File: src/sv/mrc_pkg.sv
`default_nettype none

package mrc_pkg;

   // Longest frame in bytes; the byte counter must also hold one past it.
   localparam int MaxFrame   = 256;
   localparam int CountWidth = $clog2(MaxFrame + 2);

   localparam logic [15:0] CrcInit = 16'hFFFF;
   localparam logic [15:0] CrcPoly = 16'hA001;
   localparam logic [7:0]  ByteMax = 8'hFF;

   // Configuration register indexes.
   localparam logic [1:0] CSR_STATION_ADDRESS   = 2'd0;
   localparam logic [1:0] CSR_EXPECTED_FUNCTION = 2'd1;
   localparam logic [1:0] CSR_COMMS_DISABLED    = 2'd2;

   // Function codes that set the length of the response data.
   localparam logic [7:0] FC_READ_COILS         = 8'h01;
   localparam logic [7:0] FC_READ_DISCRETE      = 8'h02;
   localparam logic [7:0] FC_READ_HOLDING       = 8'h03;
   localparam logic [7:0] FC_READ_INPUT         = 8'h04;
   localparam logic [7:0] FC_WRITE_COIL         = 8'h05;
   localparam logic [7:0] FC_WRITE_REGISTER     = 8'h06;
   localparam logic [7:0] FC_GET_EVENT_COUNTER  = 8'h0B;
   localparam logic [7:0] FC_GET_EVENT_LOG      = 8'h0C;
   localparam logic [7:0] FC_WRITE_COILS        = 8'h0F;
   localparam logic [7:0] FC_WRITE_REGISTERS    = 8'h10;
   localparam logic [7:0] FC_REPORT_SERVER_ID   = 8'h11;
   localparam logic [7:0] FC_READ_FILE          = 8'h14;
   localparam logic [7:0] FC_WRITE_FILE         = 8'h15;
   localparam logic [7:0] FC_MASK_WRITE         = 8'h16;
   localparam logic [7:0] FC_READ_WRITE_MULTI   = 8'h17;
   localparam logic [7:0] FC_READ_FIFO          = 8'h18;

   typedef enum logic [2:0] {
      STATUS_OK       = 3'd0,
      STATUS_LENGTH   = 3'd1,
      STATUS_CRC      = 3'd2,
      STATUS_ADDRESS  = 3'd3,
      STATUS_FUNCTION = 3'd4,
      STATUS_DISABLED = 3'd5,
      STATUS_OVERFLOW = 3'd6
   } status_type;

   typedef struct packed {
      logic [7:0] station_address;
      logic [6:0] expected_function;
      logic       comms_disabled;
   } cfg_type;

   typedef struct packed {
      logic [8:0] frame_bytes;
      logic [7:0] data_length;
      logic       is_exception;
      logic [6:0] frame_function;
      logic [7:0] frame_address;
      status_type status;
   } result_type;

   // One byte of the reflected Modbus CRC-16, bit by bit.
   function automatic logic [15:0] crc16_byte(input logic [15:0] crc, input logic [7:0] b);
      logic [15:0] c;
      c = crc ^ {8'h00, b};
      for (int k = 0; k < 8; k++) begin
         c = c[0] ? ((c >> 1) ^ CrcPoly) : (c >> 1);
      end
      return c;
   endfunction

endpackage

`default_nettype wire

File: src/sv/modbus_rtu_response_checker_unit.sv
// Modbus RTU response checker for the master side of a serial link.
// The req channel carries one item per received character: req_tuser low
// means req_tdata is a received byte, req_tuser high is a clear command that
// marks a frame start or an inter-frame timeout and gives no result.
// The rsp channel carries one status item when a frame completes (by the
// length the function code implies), overflows, or fails a check. After any
// failure, bytes are dropped until the next clear command.
// The csr port writes station address, expected function and the disable
// flag; write it only while no item is in flight.
// An accepted item waits in the input register until the result register can
// take a result; it is then checked and its result is registered for rsp_tvalid.
// Throughput: one item per clock while results are taken. The byte-wise CRC
// update, length decode and checks all sit between the input register and
// the result register. If the receiver stalls, the result register holds and
// the input register fills; req_tready then drops until the result is taken.
// Reset clears the frame state, loads the register defaults (address 1,
// function 3, enabled) and empties both registers.

`default_nettype none

module modbus_rtu_response_checker_unit
   import mrc_pkg::*;
(
   input  wire logic        clock,
   input  wire logic        reset,
   // Input items.
   input  wire logic        req_tvalid,
   output logic             req_tready,
   input  wire logic [7:0]  req_tdata,  // [7:0] rx_byte
   input  wire logic        req_tuser,  // [0] cmd
   // Result items.
   output logic             rsp_tvalid,
   input  wire logic        rsp_tready,
   // [2:0] status, [10:3] frame_address, [17:11] frame_function,
   // [18] is_exception, [26:19] data_length, [35:27] frame_bytes, [39:36] zero
   output logic [39:0]      rsp_tdata,
   // Configuration writes.
   input  wire logic        csr_we,
   input  wire logic [1:0]  csr_index,
   input  wire logic [7:0]  csr_wdata
);

   logic       in_valid_ff, in_valid_in;
   logic       in_cmd_ff;
   logic [7:0] in_byte_ff;
   logic       rsp_valid_ff, rsp_valid_in;
   result_type rsp_data_ff;
   cfg_type    cfg_ff;

   logic       out_free, step, accept, core_emit;
   result_type core_result;

   // The checker advances only when the result register can take a result.
   assign out_free   = !rsp_valid_ff || rsp_tready;
   assign step       = in_valid_ff && out_free;
   assign req_tready = !in_valid_ff || out_free;
   assign accept     = req_tvalid && req_tready;

   assign in_valid_in  = accept ? 1'b1 : (step ? 1'b0 : in_valid_ff);
   assign rsp_valid_in = out_free ? (step && core_emit) : rsp_valid_ff;

   always_ff @(posedge clock) begin
      if (reset) begin
         in_valid_ff  <= 1'b0;
         rsp_valid_ff <= 1'b0;
      end else begin
         in_valid_ff  <= in_valid_in;
         rsp_valid_ff <= rsp_valid_in;
      end
   end

   always_ff @(posedge clock) begin
      if (accept) begin
         in_cmd_ff  <= req_tuser;
         in_byte_ff <= req_tdata;
      end
      if (step && core_emit) begin
         rsp_data_ff <= core_result;
      end
   end

   // Configuration registers.
   always_ff @(posedge clock) begin
      if (reset) begin
         cfg_ff.station_address   <= 8'd1;
         cfg_ff.expected_function <= 7'd3;
         cfg_ff.comms_disabled    <= 1'b0;
      end else if (csr_we) begin
         unique case (csr_index)
            CSR_STATION_ADDRESS:   cfg_ff.station_address   <= csr_wdata;
            CSR_EXPECTED_FUNCTION: cfg_ff.expected_function <= csr_wdata[6:0];
            CSR_COMMS_DISABLED:    cfg_ff.comms_disabled    <= csr_wdata[0];
            default: begin
            end
         endcase
      end
   end

   mrc_frame_core u_core (
      .clock   (clock),
      .reset   (reset),
      .step    (step),
      .cmd     (in_cmd_ff),
      .rx_byte (in_byte_ff),
      .cfg     (cfg_ff),
      .emit    (core_emit),
      .result  (core_result)
   );

   assign rsp_tvalid = rsp_valid_ff;
   assign rsp_tdata  = {4'b0000, rsp_data_ff};

   // A slot that frees without a new result leaves the output empty.
   a_no_phantom_result : assert property (@(posedge clock) disable iff (reset)
      (out_free && !(step && core_emit)) |=> !rsp_tvalid)
      else $error("result appeared without a completed frame");

   // A clear command never produces a result.
   a_clear_silent : assert property (@(posedge clock) disable iff (reset)
      (step && in_cmd_ff) |-> !core_emit)
      else $error("clear command produced a result");

   // An overflow is reported exactly one byte past the longest frame.
   a_overflow_count : assert property (@(posedge clock) disable iff (reset)
      (rsp_valid_ff && rsp_data_ff.status == STATUS_OVERFLOW)
         |-> (rsp_data_ff.frame_bytes == 9'(MaxFrame + 1)))
      else $error("overflow reported at wrong byte count");

   // A good frame carries the configured address and function.
   a_ok_matches_cfg : assert property (@(posedge clock) disable iff (reset)
      (rsp_valid_ff && rsp_data_ff.status == STATUS_OK)
         |-> (rsp_data_ff.frame_address == cfg_ff.station_address &&
              rsp_data_ff.frame_function == cfg_ff.expected_function &&
              !cfg_ff.comms_disabled))
      else $error("good status on a frame that does not match the configuration");

endmodule

`default_nettype wire

File: src/sv/mrc_len_decode.sv
`default_nettype none

module mrc_len_decode
   import mrc_pkg::*;
(
   input  wire logic [7:0] func_byte,
   input  wire logic [7:0] data0,
   input  wire logic [7:0] data1,
   output logic      [8:0] exp_len,
   output logic            open_len
);

   always_comb begin
      exp_len  = 9'd0;
      open_len = 1'b0;
      if (func_byte[7]) begin
         exp_len = 9'd1;
      end else begin
         unique case (func_byte)
            FC_READ_COILS, FC_READ_DISCRETE, FC_READ_HOLDING, FC_READ_INPUT,
            FC_GET_EVENT_LOG, FC_REPORT_SERVER_ID, FC_READ_FILE, FC_WRITE_FILE,
            FC_READ_WRITE_MULTI: begin
               exp_len = {1'b0, data0} + 9'd1;
            end
            FC_WRITE_COIL, FC_WRITE_REGISTER, FC_GET_EVENT_COUNTER,
            FC_WRITE_COILS, FC_WRITE_REGISTERS: begin
               exp_len = 9'd4;
            end
            FC_MASK_WRITE: begin
               exp_len = 9'd6;
            end
            FC_READ_FIFO: begin
               exp_len = {1'b0, data1} + 9'd2;
            end
            default: begin
               // Unknown function: the frame ends with whatever has arrived.
               open_len = 1'b1;
            end
         endcase
      end
   end

endmodule

`default_nettype wire

File: src/sv/mrc_frame_core.sv
`default_nettype none

module mrc_frame_core
   import mrc_pkg::*;
(
   input  wire logic       clock,
   input  wire logic       reset,
   input  wire logic       step,
   input  wire logic       cmd,
   input  wire logic [7:0] rx_byte,
   input  wire cfg_type    cfg,
   output logic            emit,
   output result_type      result
);

   logic [CountWidth-1:0] count_ff, count_in, count_nx;
   logic [15:0]           crc_ff, crc_in, crc_upd;
   logic [7:0]            d0_ff, d0_in, d1_ff, d1_in;
   logic [7:0]            hdr_ff [4];
   logic [7:0]            hdr_in [4];
   logic [7:0]            hdr_nx [4];
   logic                  flush_ff, flush_in;

   logic [8:0]            exp_len, exp_eff, got, dlen_src;
   logic                  open_len, overflow, crc_bad;
   status_type            status;

   // The CRC trails the input by two bytes so that it covers all but the
   // received CRC once the frame is complete.
   assign crc_upd  = (count_ff >= CountWidth'(2)) ? crc16_byte(crc_ff, d0_ff) : crc_ff;
   assign count_nx = count_ff + CountWidth'(1);

   for (genvar i = 0; i < 4; i++) begin : g_hdr
      assign hdr_nx[i] = (count_ff == CountWidth'(i)) ? rx_byte : hdr_ff[i];
   end

   mrc_len_decode u_len (
      .func_byte (hdr_nx[1]),
      .data0     (hdr_nx[2]),
      .data1     (hdr_nx[3]),
      .exp_len   (exp_len),
      .open_len  (open_len)
   );

   assign got      = 9'(count_nx - CountWidth'(4));
   assign exp_eff  = open_len ? got : exp_len;
   assign overflow = count_nx > CountWidth'(MaxFrame);
   assign crc_bad  = (crc_upd[7:0] != d1_ff) || (crc_upd[15:8] != rx_byte);
   assign dlen_src = overflow ? exp_eff : got;

   always_comb begin
      priority if (overflow) begin
         status = STATUS_OVERFLOW;
      end else if (got > exp_eff) begin
         status = STATUS_LENGTH;
      end else if (crc_bad) begin
         status = STATUS_CRC;
      end else if (hdr_nx[0] != cfg.station_address) begin
         status = STATUS_ADDRESS;
      end else if (hdr_nx[1][6:0] != cfg.expected_function) begin
         status = STATUS_FUNCTION;
      end else if (cfg.comms_disabled) begin
         status = STATUS_DISABLED;
      end else begin
         status = STATUS_OK;
      end
   end

   assign emit = step && !cmd && !flush_ff &&
                 (overflow || (count_nx >= CountWidth'(4) && got >= exp_eff));

   assign result.status         = status;
   assign result.frame_address  = hdr_nx[0];
   assign result.frame_function = hdr_nx[1][6:0];
   assign result.is_exception   = hdr_nx[1][7];
   assign result.data_length    = (dlen_src > {1'b0, ByteMax}) ? ByteMax : dlen_src[7:0];
   assign result.frame_bytes    = 9'(count_nx);

   always_comb begin
      count_in = count_ff;
      crc_in   = crc_ff;
      d0_in    = d0_ff;
      d1_in    = d1_ff;
      hdr_in   = hdr_ff;
      flush_in = flush_ff;
      if (step) begin
         if (cmd) begin
            count_in = '0;
            crc_in   = CrcInit;
            d0_in    = 8'h00;
            d1_in    = 8'h00;
            hdr_in   = '{default: 8'h00};
            flush_in = 1'b0;
         end else if (!flush_ff) begin
            count_in = count_nx;
            crc_in   = crc_upd;
            d0_in    = d1_ff;
            d1_in    = rx_byte;
            hdr_in   = hdr_nx;
            if (emit) begin
               if (status == STATUS_OK) begin
                  // A good frame readies the checker for the next one.
                  count_in = '0;
                  crc_in   = CrcInit;
                  d0_in    = 8'h00;
                  d1_in    = 8'h00;
                  hdr_in   = '{default: 8'h00};
               end else begin
                  flush_in = 1'b1;
               end
            end
         end
      end
   end

   always_ff @(posedge clock) begin
      if (reset) begin
         count_ff <= '0;
         crc_ff   <= CrcInit;
         d0_ff    <= 8'h00;
         d1_ff    <= 8'h00;
         hdr_ff   <= '{default: 8'h00};
         flush_ff <= 1'b0;
      end else begin
         count_ff <= count_in;
         crc_ff   <= crc_in;
         d0_ff    <= d0_in;
         d1_ff    <= d1_in;
         hdr_ff   <= hdr_in;
         flush_ff <= flush_in;
      end
   end

endmodule

`default_nettype wire
File: config.mk
export PLATFORM = sky130hd
export DESIGN_NAME = modbus_rtu_response_checker_unit
export DESIGN_NICKNAME = d
export VERILOG_FILES = /design/src/sv/mrc_pkg.sv /design/src/sv/modbus_rtu_response_checker_unit.sv /design/src/sv/mrc_len_decode.sv /design/src/sv/mrc_frame_core.sv
export SDC_FILE = /design/constraint.sdc
export NUM_CORES = 1
export LEC_CHECK = 0
export BUFFER_PORTS_ARGS = -buffer_cell sky130_fd_sc_hd__buf_2
export CAP_MARGIN = 20
export CORE_ASPECT_RATIO = 2
export CORE_MARGIN = 5
export CORE_UTILIZATION = 54
export DETAILED_ROUTE_END_ITERATION = 16
export PLACE_DENSITY_LB_ADDON = 0.25
export SLEW_MARGIN = 15
export SYNTH_ARGS = -nofsm -noshare
export SYNTH_HDL_FRONTEND = slang
export SYNTH_SLANG_ARGS = --single-unit
File: constraint.sdc
create_clock -name clock -period 6.35 [get_ports clock]
set_clock_uncertainty 0.1 [all_clocks]
set_input_delay 0.635 -clock clock [delete_from_list [all_inputs] [get_ports clock]]
set_output_delay 0.635 -clock clock [all_outputs]
set_load 0.01 [all_outputs]
==> reports/metrics.json <==
{
  "max_slew_margin": {"value": 32.8, "unit": "%"},
  "finalHoldViolations": {"value": 0},
  "crit_path_max_fanout": {"value": 12},
  "drt_pre_antenna_iters": {"value": 6},
  "cellInternalPower": {"value": 1550, "unit": "uW"},
  "avgViaCountPerCell": {"value": 6.25},
  "routed_wl": {"value": 22000, "unit": "um"},
  "place.port_buffers": {"value": 61},
  "area_growth": {"value": 13.7, "unit": "%"},
  "num_antenna_cells": {"value": 0},
  "design.die.area": {"value": 16700, "unit": "um2"},
  "cts.clk_slew.worst_paths": {"value": 0.06, "unit": "ns"},
  "r2r_slack": {"value": 0.51, "unit": "ns"},
  "synth.lib_cells_used.distinct": {"value": 78},
  "sequentialPowerShare": {"value": 44.1, "unit": "%"},
  "yosys-top-cells-area": {"value": "dfxtp_1 24%, edfxtp_1 18%, xnor2_1 5.3%"},
  "crit_family": {"value": "compound AO/OA/AOI/OAI gates"},
  "max_clock_freq": {"value": 171, "unit": "MHz"},
  "dp_hpwl": {"value": 16200, "unit": "um"},
  "ys.warnings.count": {"value": 0},
  "post-synth-top-area-cell": {"value": "dfxtp_1"},
  "drv_slew": {"value": 0},
  "worstRegToRegCells": {"value": 20},
  "critPathCaptureType": {"value": "register"},
  "maxCapViolCount": {"value": 0},
  "final_min_period_over_clock_period": {"value": 91.9, "unit": "%"},
  "clock-sinks": {"value": 137},
  "final.min_clock_period": {"value": 5.84, "unit": "ns"},
  "routabilityCongestion": {"value": 0.963},
  "holdCritPathClass": {"value": "input port to register"},
  "crit_path_category": {"value": "register to register"},
  "routedWlPerCell": {"value": 21.0, "unit": "um"},
  "fin_hold_ws": {"value": 0.277, "unit": "ns"},
  "ff_latch_area": {"value": 3190, "unit": "um2"},
  "worstHoldStart": {"value": "req_tdata[3]"},
  "synth-seq-area-share": {"value": 41.9, "unit": "%"},
  "drive_above_1_share": {"value": 16.3, "unit": "%"},
  "synthFlopType": {"value": "dfxtp_1"},
  "netlist_top_cells_count": {"value": "92 x dfxtp_1, 51 x inv_1, 48 x o21ai_0, 47 x nor2_1"},
  "detail_route.drc_violations": {"value": 0},
  "cellLeakagePower": {"value": 0.00329, "unit": "uW"},
  "power-per-cell-area": {"value": 247, "unit": "nW/um2"},
  "switching_power": {"value": 585, "unit": "uW"},
  "switching_share": {"value": 27.3, "unit": "%"},
  "critical_path.cell_chain": {"value": "ha_1, or4b_2, nor3_1, nor2_1, inv_1, o21ai_0, o221ai_1, a21oi_1, buf_4, a221o_1, a21oi_1, ha_1, nor2b_1, o21a_1, o21ai_0, nand2b_1, a31oi_1, nor2b_1, o41ai_1, a221oi_1"},
  "cts_buffers": {"value": 17},
  "detailedRoute.firstIterationViolations": {"value": 481},
  "worstReg2RegStart": {"value": "u_core.count_ff[0]"},
  "cts_max_level": {"value": 4},
  "synth_top_cell_area_share": {"value": 24.2, "unit": "%"},
  "count_of_fill_cells_added_during_filler_insertion": {"value": 1203},
  "whs_path_depth": {"value": 1},
  "chipWidth": {"value": 94.0, "unit": "um"},
  "path_buf_inv": {"value": 2},
  "post_synth_instance_area": {"value": 7620, "unit": "um2"},
  "postSynthCellCount": {"value": 797},
  "synth-edff-count": {"value": 45},
  "setup-violations-final": {"value": 0},
  "ir_drop": {"value": 0.000239, "unit": "V"},
  "io-pin-count": {"value": 66},
  "rsz0062_at_grt": {"value": "no"},
  "grt.total_usage": {"value": 27.2, "unit": "%"},
  "final.setup.tns": {"value": 0, "unit": "ns"},
  "run_status": {"value": "finished clean"},
  "multi_input_comb_area": {"value": 4020, "unit": "um2"},
  "clkLatencyLatePin": {"value": 0.43, "unit": "ns"},
  "clockRootBuffer": {"value": "clkbuf_16"},
  "postSynthRegisterBits": {"value": 137},
  "asyncSetResetFlopFracSynth": {"value": 0, "unit": "%"},
  "global_route_wire_length_before_repair": {"value": 34700, "unit": "um"},
  "critical-path-max-stage-delay": {"value": 0.75, "unit": "ns"},
  "placeableCoreArea": {"value": 13900, "unit": "um2"},
  "whs_endpoint": {"value": "in_byte_ff[3]"},
  "vias": {"value": 6555},
  "grt_overflow": {"value": 0},
  "drt.antenna.violating_nets": {"value": 0},
  "number_of_global_route_vias_before_repair": {"value": 6510},
  "die_height": {"value": 178, "unit": "um"},
  "synthMostInstantiatedCell": {"value": "dfxtp_1"},
  "setup.worst_path.start_class": {"value": "register"},
  "slowest_stage": {"value": "or4b_2"},
  "timing_worst_slew_pin_value": {"value": 1.00, "unit": "ns"},
  "net_count_final": {"value": 888},
  "p_clk_share": {"value": 46.1, "unit": "%"},
  "clock_tree_from_tritoncts": {"value": "built"},
  "synthesis.area_per_instance": {"value": 9.56, "unit": "um2"},
  "crit-reg2reg-capture": {"value": "u_core.flush_ff"},
  "grt_antenna_before_repair": {"value": 0},
  "power.combinational.fraction": {"value": 9.9, "unit": "%"},
  "starting_utilization_of_the_core_area": {"value": 54.9, "unit": "%"},
  "cp_data_arrival_time": {"value": 6.00, "unit": "ns"},
  "post_cts_hold_buffers": {"value": 0},
  "maximum_count_of_clock_buffers_along_a_single_path": {"value": 2},
  "pin_count_of_the_biggest_net_entering_global_routing": {"value": 41},
  "cp.required": {"value": 6.51, "unit": "ns"},
  "std_cell_rows": {"value": 61}
}
cells in the final DEF (no fill, tap or decap), types with 16 or more instances in the layout:
cell type and instances:
a21oi_1 36, a32o_1 20, buf_2 61, buf_4 16, clkbuf_16 17, dfxtp_1 92
edfxtp_1 45, ha_1 18, inv_1 51, mux2i_1 28, nand2_1 46, nand3_1 33
nor2_1 47, o21ai_0 48, xnor2_1 46, xor2_1 17
worst reg2reg max path: stages (launching register included):
cell	delay [ns]
dfxtp_1	0.55
ha_1	0.23
or4b_2	0.76
nor3_1	0.38
nor2_1	0.19
inv_1	0.19
o21ai_0	0.11
o221ai_1	0.25
a21oi_1	0.12
buf_4	0.18
a221o_1	0.40
a21oi_1	0.14
ha_1	0.26
nor2b_1	0.13
o21a_1	0.16
o21ai_0	0.19
nand2b_1	0.09
a31oi_1	0.31
nor2b_1	0.17
o41ai_1	0.59
a221oi_1	0.17
cell families after synthesis:
kind of cell | Yosys count | share of synthesized area, %
and+or+nand+nor | 224 | 16.0
AOI/OAI and AO/OA | 216 | 20.7
DFF | 137 | 41.9
buffers and inverters | 104 | 5.99
xor gates and xnor gates | 67 | 8.44
muxes | 30 | 3.97
adders and majority gates | 18 | 2.95
other | 1 | 0.0492
cell type report:
| type | instances | share of cell area, % |
|---|---|---|
| clock buffer | 17 | 4.91 |
| clock inverter | 15 | 1.78 |
| inverter | 53 | 2.29 |
| multi-input combinational | 559 | 46.3 |
| sequential | 137 | 36.8 |
| tap | 189 | 2.73 |
| timing repair buffer | 78 | 5.14 |
registers in the layout (all words and copies together) (netlist names):
register and count:
in_valid_ff 1, u_core.crc_ff 16, u_core.count_ff 9, u_core.flush_ff 1, rsp_tvalid 1, rsp_tdata 36, cfg_ff 16, in_byte_ff 8
u_core.hdr_ff 32, in_cmd_ff 1, u_core.d1_ff 8, u_core.d0_ff 8
metrics by stage:
step           total power [uW]  worst slack (ns)  util, %  area (um2)  instances
6_report                   2140             0.512     62.4        8670       1048
5_1_grt                    2210             0.119     62.4        8670       1048
3_3_place_gp               1160             0.598     58.1        8070       1015
2_1_floorplan              1100             0.790        -        7640        800
3_5_place_dp               1170             0.563     58.1        8070       1015
4_1_cts                    2150             0.492     62.3        8650       1047
worst max path at each step:
stage	cells after the start	startpoint	to
global placement	18	u_core.count_ff[0]	u_core.flush_ff
finish	20	u_core.count_ff[0]	u_core.flush_ff
CTS	19	u_core.count_ff[0]	u_core.crc_ff[5]
floorplan	19	u_core.count_ff[0]	u_core.flush_ff
global route	19	u_core.count_ff[0]	u_core.crc_ff[5]
detailed placement	19	u_core.count_ff[0]	u_core.crc_ff[3]
power by group through the flow:
stage / Combinational, uW / Clock [uW] / Sequential, uW
CTS: 208 / 995 / 943
global placement: 202 / 0 / 961
floorplan: 152 / 0 / 948
finish: 211 / 986 / 943
global route: 232 / 1040 / 944
detailed placement: 206 / 0 / 962
what timing repair did:
action / in CTS / in global routing
setup endpoints to repair: 0 / 6
buffers inserted: 0 / 0
resized for setup: 0 / 1
layer usage:
metal | wire length, um | vias to the layer above | GRT usage [%]
met4 | 1020 | 0 | 13.9
met5 | 0 | - | 0
met1 | 7860 | 3155 | 29.1
li1 | - | 3054 | -
met2 | 12100 | 275 | 50.0
met3 | 1070 | 71 | 4.47
Note: power is estimated with default switching activity, not from simulation.
